$ cat src/sv/kpf_pkg.sv
// Shared types, constants and the key code table of the keypad pulse-frame encoder.
package kpf_pkg;

  localparam int unsigned NumKeys   = 13;
  localparam int unsigned HoldW     = 10;
  localparam int unsigned CodeW     = 8;
  localparam int unsigned BitPosW   = 4;
  localparam int unsigned PhaseW    = 2;

  localparam logic [HoldW-1:0]   HoldReset    = 10'd500;
  localparam logic [CodeW-1:0]   PendingReset = 8'd128;
  localparam logic [BitPosW-1:0] LastBitPos   = 4'd8;

  // Emitter phase, one-hot inside the block.
  typedef enum logic [3:0] {
    PH_START = 4'b0001,
    PH_WAIT  = 4'b0010,
    PH_SEND  = 4'b0100,
    PH_OFF   = 4'b1000
  } phase_e;

  // Phase numbers as seen on the result port.
  localparam logic [PhaseW-1:0] PhaseNumStart = 2'd0;
  localparam logic [PhaseW-1:0] PhaseNumWait  = 2'd1;
  localparam logic [PhaseW-1:0] PhaseNumSend  = 2'd2;
  localparam logic [PhaseW-1:0] PhaseNumOff   = 2'd3;

  typedef struct packed {
    phase_e               phase;
    logic [BitPosW-1:0]   bit_pos;
    logic [CodeW-1:0]     pending;
    logic [NumKeys-1:0]   last_levels;
    logic [HoldW-1:0]     led_cnt;
    logic                 led;
    logic                 envelope;
  } kpf_state_t;

  // Fixed code of each key, key 1 at index 0.
  function automatic logic [CodeW-1:0] key_code(input logic [3:0] idx);
    logic [CodeW-1:0] code;
    begin
      case (idx)
        4'd0:    code = 8'h55;
        4'd1:    code = 8'h56;
        4'd2:    code = 8'h59;
        4'd3:    code = 8'h5A;
        4'd4:    code = 8'h65;
        4'd5:    code = 8'h66;
        4'd6:    code = 8'h69;
        4'd7:    code = 8'h6A;
        4'd8:    code = 8'h95;
        4'd9:    code = 8'h96;
        4'd10:   code = 8'h99;
        4'd11:   code = 8'h9A;
        4'd12:   code = 8'hA5;
        default: code = 8'h00;
      endcase
      return code;
    end
  endfunction

  function automatic logic [PhaseW-1:0] phase_num(input phase_e ph);
    logic [PhaseW-1:0] num;
    begin
      unique case (ph)
        PH_START: num = PhaseNumStart;
        PH_WAIT:  num = PhaseNumWait;
        PH_SEND:  num = PhaseNumSend;
        PH_OFF:   num = PhaseNumOff;
        default:  num = PhaseNumStart;
      endcase
      return num;
    end
  endfunction

endpackage

$ cat src/sv/kpf_next.sv
// Next-state logic for one tick: emitter, LED countdown and key edge detection.
module kpf_next
  import kpf_pkg::*;
(
  input  kpf_state_t         cur_i,
  input  logic [NumKeys-1:0] levels_i,
  input  logic [HoldW-1:0]   hold_i,
  output kpf_state_t         nxt_o
);

  kpf_state_t         emit;
  logic [BitPosW-1:0] pos_inc;
  logic [NumKeys-1:0] rising;
  logic               hit;
  logic [3:0]         hit_idx;

  assign pos_inc = cur_i.bit_pos + 4'd1;

  // Emitter step.
  always_comb begin
    emit = cur_i;
    unique case (cur_i.phase)
      PH_START: begin
        emit.phase = PH_WAIT;
      end
      PH_WAIT: begin
        if (cur_i.pending != '0) begin
          emit.envelope = 1'b1;
          emit.phase    = PH_SEND;
          emit.bit_pos  = '0;
        end
      end
      PH_SEND: begin
        emit.envelope = cur_i.pending[cur_i.bit_pos[2:0]];
        emit.bit_pos  = pos_inc;
        if (pos_inc == LastBitPos) begin
          emit.phase   = PH_OFF;
          emit.pending = '0;
        end
      end
      PH_OFF: begin
        emit.envelope = 1'b0;
        emit.phase    = PH_WAIT;
      end
      default: begin
        emit.envelope = 1'b0;
        emit.phase    = PH_WAIT;
      end
    endcase
  end

  // Highest-numbered new press wins.
  assign rising = levels_i & ~cur_i.last_levels;

  always_comb begin
    hit     = 1'b0;
    hit_idx = '0;
    for (int k = 0; k < NumKeys; k++) begin
      if (rising[k]) begin
        hit     = 1'b1;
        hit_idx = 4'(k);
      end
    end
  end

  always_comb begin
    nxt_o = emit;
    if (emit.led_cnt != '0) begin
      nxt_o.led_cnt = emit.led_cnt - 10'd1;
      if (emit.led_cnt == 10'd1) begin
        nxt_o.led = 1'b0;
      end
    end
    // Edge memory only advances while nothing is pending.
    if (emit.pending == '0) begin
      nxt_o.last_levels = levels_i;
      if (hit) begin
        nxt_o.pending = key_code(hit_idx);
        nxt_o.led     = 1'b1;
        nxt_o.led_cnt = (hold_i == '0) ? 10'd1 : hold_i;
      end
    end
  end

endmodule

$ cat src/sv/keypad_to_pulse_frame_encoder.sv
// Top level of the keypad pulse-frame encoder: state register, handshakes, config.
//
// Each input item is one millisecond tick that carries the levels of 13 keys.
// Every accepted item produces exactly one result item: the carrier envelope,
// the activity LED, the pending code and the emitter phase, all as they stand
// after that tick has been processed.
//
// The result of an item accepted at one clock edge is presented on the output
// channel right after that edge. Throughput is one item per cycle. The state
// register doubles as the result register, and in_ready_o stays high while a
// result waits as long as the receiver takes it in the same cycle, so ticks
// can stream back to back.
//
// When the receiver stalls, the pending result holds and no new item is
// taken; the tick state only advances on accepted items.
//
// Reset puts the emitter in its start-up phase with code 128 pending, clears the
// edge memory, the LED and its countdown, and loads a hold of 500 ticks. The hold
// register must be written (cfg_we_i/cfg_wdata_i) only while idle; not enforced.
module keypad_to_pulse_frame_encoder
  import kpf_pkg::*;
(
  input  logic               clk_i,
  input  logic               rst_ni,
  input  logic               cfg_we_i,
  input  logic [HoldW-1:0]   cfg_wdata_i,
  input  logic               in_valid_i,
  output logic               in_ready_o,
  input  logic [NumKeys-1:0] key_levels_i,
  output logic               out_valid_o,
  input  logic               out_ready_i,
  output logic               carrier_on_o,
  output logic               activity_led_o,
  output logic [CodeW-1:0]   pending_value_o,
  output logic [PhaseW-1:0]  emit_phase_o
);

  kpf_state_t       state_q, state_d;
  logic [HoldW-1:0] hold_q;
  logic             out_valid_q;
  logic             in_fire;

  // A new tick may enter whenever the result slot is free or being emptied.
  assign in_ready_o = !out_valid_q || out_ready_i;
  assign in_fire    = in_valid_i && in_ready_o;

  kpf_next u_next (
    .cur_i    (state_q),
    .levels_i (key_levels_i),
    .hold_i   (hold_q),
    .nxt_o    (state_d)
  );

  always_ff @(posedge clk_i or negedge rst_ni) begin
    if (!rst_ni) begin
      state_q.phase       <= PH_START;
      state_q.bit_pos     <= '0;
      state_q.pending     <= PendingReset;
      state_q.last_levels <= '0;
      state_q.led_cnt     <= '0;
      state_q.led         <= 1'b0;
      state_q.envelope    <= 1'b0;
    end else if (in_fire) begin
      state_q <= state_d;
    end
  end

  always_ff @(posedge clk_i or negedge rst_ni) begin
    if (!rst_ni) begin
      out_valid_q <= 1'b0;
    end else if (in_fire) begin
      out_valid_q <= 1'b1;
    end else if (out_ready_i) begin
      out_valid_q <= 1'b0;
    end
  end

  always_ff @(posedge clk_i or negedge rst_ni) begin
    if (!rst_ni) begin
      hold_q <= HoldReset;
    end else if (cfg_we_i) begin
      hold_q <= cfg_wdata_i;
    end
  end

  assign out_valid_o     = out_valid_q;
  assign carrier_on_o    = state_q.envelope;
  assign activity_led_o  = state_q.led;
  assign pending_value_o = state_q.pending;
  assign emit_phase_o    = phase_num(state_q.phase);

  // An accepted tick always leaves a result behind.
  assert property (@(posedge clk_i) disable iff (!rst_ni)
    in_fire |=> out_valid_o)
    else $error("accepted tick produced no result");

  // The carrier is only on while a frame is being sent; the last code bit
  // stays on the envelope through the tick that enters the final off phase.
  assert property (@(posedge clk_i) disable iff (!rst_ni)
    state_q.envelope |-> (state_q.phase == PH_SEND || state_q.phase == PH_OFF))
    else $error("carrier on outside the sending phase");

  // The LED is lit exactly while its countdown runs.
  assert property (@(posedge clk_i) disable iff (!rst_ni)
    state_q.led == (state_q.led_cnt != '0))
    else $error("LED and countdown disagree");

  // The bit counter never runs past the end of a code.
  assert property (@(posedge clk_i) disable iff (!rst_ni)
    state_q.bit_pos <= LastBitPos)
    else $error("bit position out of range");

endmodule
$ cat config.mk
export PLATFORM = sky130hd
export DESIGN_NAME = keypad_to_pulse_frame_encoder
export DESIGN_NICKNAME = d
export VERILOG_FILES = /design/src/sv/kpf_pkg.sv /design/src/sv/kpf_next.sv /design/src/sv/keypad_to_pulse_frame_encoder.sv
export SDC_FILE = /design/constraint.sdc
export NUM_CORES = 1
export LEC_CHECK = 0
export BUFFER_PORTS_ARGS = -buffer_cell sky130_fd_sc_hd__buf_2
export CAP_MARGIN = 10
export CORE_MARGIN = 8
export CORE_UTILIZATION = 58
export CTS_BUF_LIST = sky130_fd_sc_hd__clkbuf_4 sky130_fd_sc_hd__clkbuf_8
export CTS_CLUSTER_SIZE = 40
export DETAILED_ROUTE_END_ITERATION = 8
export PLACE_DENSITY = 0.82
export REMOVE_ABC_BUFFERS = 1
export SYNTH_ARGS = -nofsm -noshare
export SYNTH_HDL_FRONTEND = slang
export SYNTH_HIERARCHICAL = 1
export SYNTH_SLANG_ARGS = --single-unit
$ cat constraint.sdc
create_clock -name clk_i -period 2.6 [get_ports clk_i]
set_input_delay 0.26 -clock clk_i [delete_from_list [all_inputs] [get_ports clk_i]]
set_output_delay 0.26 -clock clk_i [all_outputs]
set_load 0.02 [all_outputs]
Word level (Yosys, flattened, before mapping). Memories as Yosys holds them, arrays and structs flattened. Index checks and enable logic that the tools add are counted.

RAM bits: 0. Bits in registers: 52. Memories: 1. Input port bits: 28. Bits in read-only memories: 128. Bits in latches: 0.

Mux-type cells: 44. Bitwise logic cells: 3. Shifts and indexed selects: 0. Add/subtract/negate cells: 2. Order comparisons: 1. $mul: 0. Reductions and logical operators: 13. Divide/modulo/power cells: 0. Eq/ne operators: 8.

Memories: (no name shown) (words 16, width 8, read ports 1, clocked after memory_dff 0, write ports 0, line kpf_pkg.sv:42) `case (idx)`.

Operators by type and width (count): 32-bit two-way mux (1); 8-bit two-way mux (4); 4-bit two-way mux (6); 11-bit two-way mux (2); 1-bit two-way mux (19); 4-bit case mux with 2 select lines (2); 13-bit bitwise AND (1); 13-bit NOT (1); 3-bit two-way mux (4); 10-bit by 1-bit == test with 1-bit output (second input constant) (1); 10-bit zero test (1); 10-bit two-way mux (1); 10-bit nonzero test (1); 10-bit by 1-bit subtractor with 10-bit output (second input constant) (1); 3-bit AND reduction (3); 4-bit == test (second input constant) (2); 8-bit zero test (1); 8-bit nonzero test (1); 2-bit case mux with 3 select lines (1); 4-bit by 1-bit adder with 4-bit output (second input constant) (1); 4-bit by 1-bit == test with 1-bit output (second input constant) (1); 4-bit by 2-bit == test with 1-bit output (second input constant) (1); 4-bit by 3-bit == test with 1-bit output (second input constant) (1); 3-bit by 4-bit < comparator with 1-bit output (second input constant) (1); 10 further kinds (13).

Logic depth before layout (Yosys ltp).
Depth after elaboration: 17. Mapped depth: 8. Mapped depth without buffers: 8.

Modules after synthesis. Netlist, hierarchy kept.

Modules (own cells, without submodules): keypad_to_pulse_frame_encoder (instances 1, cells each 123, seq. area each 1311.3 µm², area each 2204.6 µm²); kpf_next (instances 1, cells each 165, seq. area each 0.0 µm², area each 1197.4 µm²).

Worst setup path after synthesis. No wires, ideal clock.

Path type: reg-to-reg. Start: register state_q[2] (netlist bit). End: register state_q[6] (netlist bit). Clock period less this slack: 2.340 ns. Path buffers: 0. Cell stages (with the launch flop): 9. Data arrival time: 2.215 ns. Setup slack: 0.260 ns. Cells stage by stage: dfrtp_1 > inv_1 > ha_1 > or4b_4 > or3b_4 > nand2_1 > mux2i_1 > mux2_4 > mux2_4.

RTL lines: start: declaration (line keypad_to_pulse_frame_encoder.sv:38) `kpf_state_t state_q, state_d;`; start signal: assignment (line keypad_to_pulse_frame_encoder.sv:64) `state_q <= state_d;`.

==> results.py <==
metrics = {
    "clock_network": {
        "cts_root_buf": "clkbuf_8",
        "cts_buffers": 5,
        "cts_buffer_depth": 2,
        "clock-sinks": 52,
        "cts_tree": "built",
        "clock_latency_ps": 320,
        "cts_resized": 0,
        "clkTransAtPathRegs_ps": 100,
        "cts_max_level": 2,
    },
    "status": {
        "status": "finished, final reports clean",
    },
    "grt": {
        "grt_pass1_wl_um": 11300,
        "track_usage_pct": 16.1,
        "antenna_found_initial": 0,
        "grt_overflow": 0,
        "grt_pass1_vias": 2472,
        "grt_max_degree": 42,
    },
    "timing": {
        "fin_crit_sh_pct": 96.8,
        "setup_viol": 0,
        "layout_setup_ws_ps": 83.6,
        "hold_slack_ps": 166,
        "period_minus_slack_ps": 2520,
        "tightest_slew_ps": 798,
        "skew_ps": 14.9,
        "hold_viol_final": 0,
        "drv_slew": 0,
        "maxSlewHeadroom_pct": 46.8,
        "fmax_ghz": 0.397,
    },
    "synth": {
        "yosys.area.top_type": "dfrtp_1",
        "synth_edf_count": 0,
        "synth_top_area_share_pct": 32.4,
        "synth_area_sq_um": 3400,
        "async_flop_share_pct": 100,
        "netlist-cell-type-count": 50,
        "synth-seq-cells": 52,
        "netlist_top_cells_area": "dfrtp_1 32%, mux2_4 18%, mux2_2 9.6%",
        "synth_cells": 288,
        "syn-mean-instance-area_sq_um": 11.8,
        "seq_area_frac_synth_pct": 38.5,
        "ys.warnings.count": 6,
        "ys.flop_type": "dfrtp_1",
    },
    "floorplan": {
        "pin_count": 42,
        "die_area_sq_um": 8570,
        "rows": 28,
        "core_sq_um": 5780,
        "initial_core_util_pct": 58.9,
        "die_x_um": 92.6,
        "fp.dieH_um": 92.6,
    },
    "route": {
        "drt_pass1_iterations": 4,
        "vias": 2314,
        "post_drt_wl_per_cell_um": 16.8,
        "ant_nets": 0,
        "wl_um": 6770,
        "drc_errors": 0,
        "vias_per_cell": 5.74,
        "drt_first_iter_violations": 155,
    },
    "worst_setup_path": {
        "cp_data_arrival_time_ps": 2710,
        "critPathLaunchType": "flop",
        "critPathCaptureType": "flop",
        "crit_required_ps": 2800,
        "cp_max_fo": 5,
        "crit_type": "reg -> reg",
    },
    "min_path": {
        "hold_class": "in -> reg",
    },
    "finish": {
        "nFillCells": 474,
        "fin_area_sq_um": 3740,
        "final_common_cell": "dfrtp_1",
        "final_core_util_pct": 64.8,
        "layout_common_cells": "44 x dfrtp_1, 41 x mux2_4, 41 x buf_2",
        "nets": 359,
        "num_antenna_cells": 0,
        "drive_gt1_share_pct": 44.2,
        "syn2layout_area_growth_pct": 10.0,
    },
    "place": {
        "place.gp.congestion": 0.849,
        "place_area_sq_um": 3590,
        "hpwl_um": 4610,
        "port_buffers": 41,
        "dp_slack_ps": 126,
    },
    "power": {
        "p_per_area_nw_per_um2": 985,
        "power_uw": 3690,
        "power_leakage_uw": 0.00177,
        "peakVddDrop_v": 0.000533,
    },
    "job": {
        "maxCapViolations": 0,
    },
}
==> per-stage QoR <==
stage,instances,setup TNS (ps)
after CTS,400,0
after global routing,403,-76.3
final,403,0
after floorplan,272,0
after global placement,391,0
after detailed placement,391,0
==> state kept, by name (all words and copies together) (netlist names) <==
signal,count
pending_value_o,8
activity_led_o,1
out_valid_o,1
state_q,31
hold_q,10
carrier_on_o,1
==> metal layers <==
metal,up-vias,GRT usage (%),part of all wire (%)
met2,36,28.7,51
met5,-,0,0
met3,7,3.96,3.6
li1,1114,-,-
met4,0,4.97,1.1
met1,1157,18.4,44
==> area by class of cell <==
| cell class | count | area [sq um] | area share [%] |
|---|---|---|---|
| Inverter | 4 | 15.0 | 0.401 |
| Clock inverter | 2 | 38.8 | 1.04 |
| Tap cell | 75 | 93.8 | 2.51 |
| Clock buffer | 6 | 82.6 | 2.21 |
| Multi-Input combinational cell | 216 | 1940 | 51.9 |
| Sequential cell | 52 | 1310 | 35.0 |
| Timing Repair Buffer | 48 | 260 | 6.95 |
==> power breakdown <==
group          internal (uW)  switching [uW]
clock network            315             285
logic                    962             673
registers               1100             357
total                   2370            1310
==> worst max-delay path, stage by stage (launching register included) <==
cell     delay (ps)
dfrtp_1         440
inv_1           130
ha_1            200
or4b_4          500
nor3b_2         360
nor3_1           90
a21o_1          150
mux2_2          250
mux2_4          260
==> path summary, 6_finish.rpt <==
kind,slack (ps),end,start,cells after the start
worst max-delay path,80,state_q[8]$_DFFE_PN0P_,state_q[2]$_DFFE_PN0P_,8
worst min-delay path,170,hold_q[4]$_DFFE_PN1P_,cfg_wdata_i[4],2
worst max register to register,80,state_q[8]$_DFFE_PN0P_,state_q[2]$_DFFE_PN0P_,8
worst min register to register,520,hold_q[0]$_DFFE_PN0P_,hold_q[0]$_DFFE_PN0P_,1
max in group asynchronous,1340,pending_value_o[7]$_DFFE_PN1P_,rst_ni,3
min in group asynchronous,440,hold_q[1]$_DFFE_PN0P_,rst_ni,2
==> what timing repair did <==
item,4_1_cts,5_1_grt
setup endpoints to repair,0,3
hold buffers,1,0
setup buffers,0,3
endpoints found under the hold margin,15,0
==> cells by family (layout without fill, tap and decap cells) <==
family / Yosys count / in the layout / synth area share [%]
simple gates: 84 / 84 / 14.5
fa+ha+maj: 4 / 4 / 1.47
other cells: 1 / 1 / 0.110
xor+xnor: 5 / 5 / 1.29
flops: 52 / 52 / 38.5
buf+inv: 20 / 60 / 4.38
mux: 80 / 80 / 31.5
compound gates: 42 / 42 / 8.20
==> synth_stat cells (all sizes together), types with 2 or more instances <==
cell	n
nor3b	3
a21oi	6
mux2	73
mux2i	5
dfrtp	44
nand2	25
nand3	3
nor2b	11
inv	4
xnor2	4
mux4	2
nand2b	8
dfstp	8
a31oi	2
o21ai	20
ha	4
nor2	12
o21a	2
a22o	3
o31ai	2
nor4	6
or4b	3
buf	16
nor3	6
No activity file was read; power rests on OpenSTA's default activity.
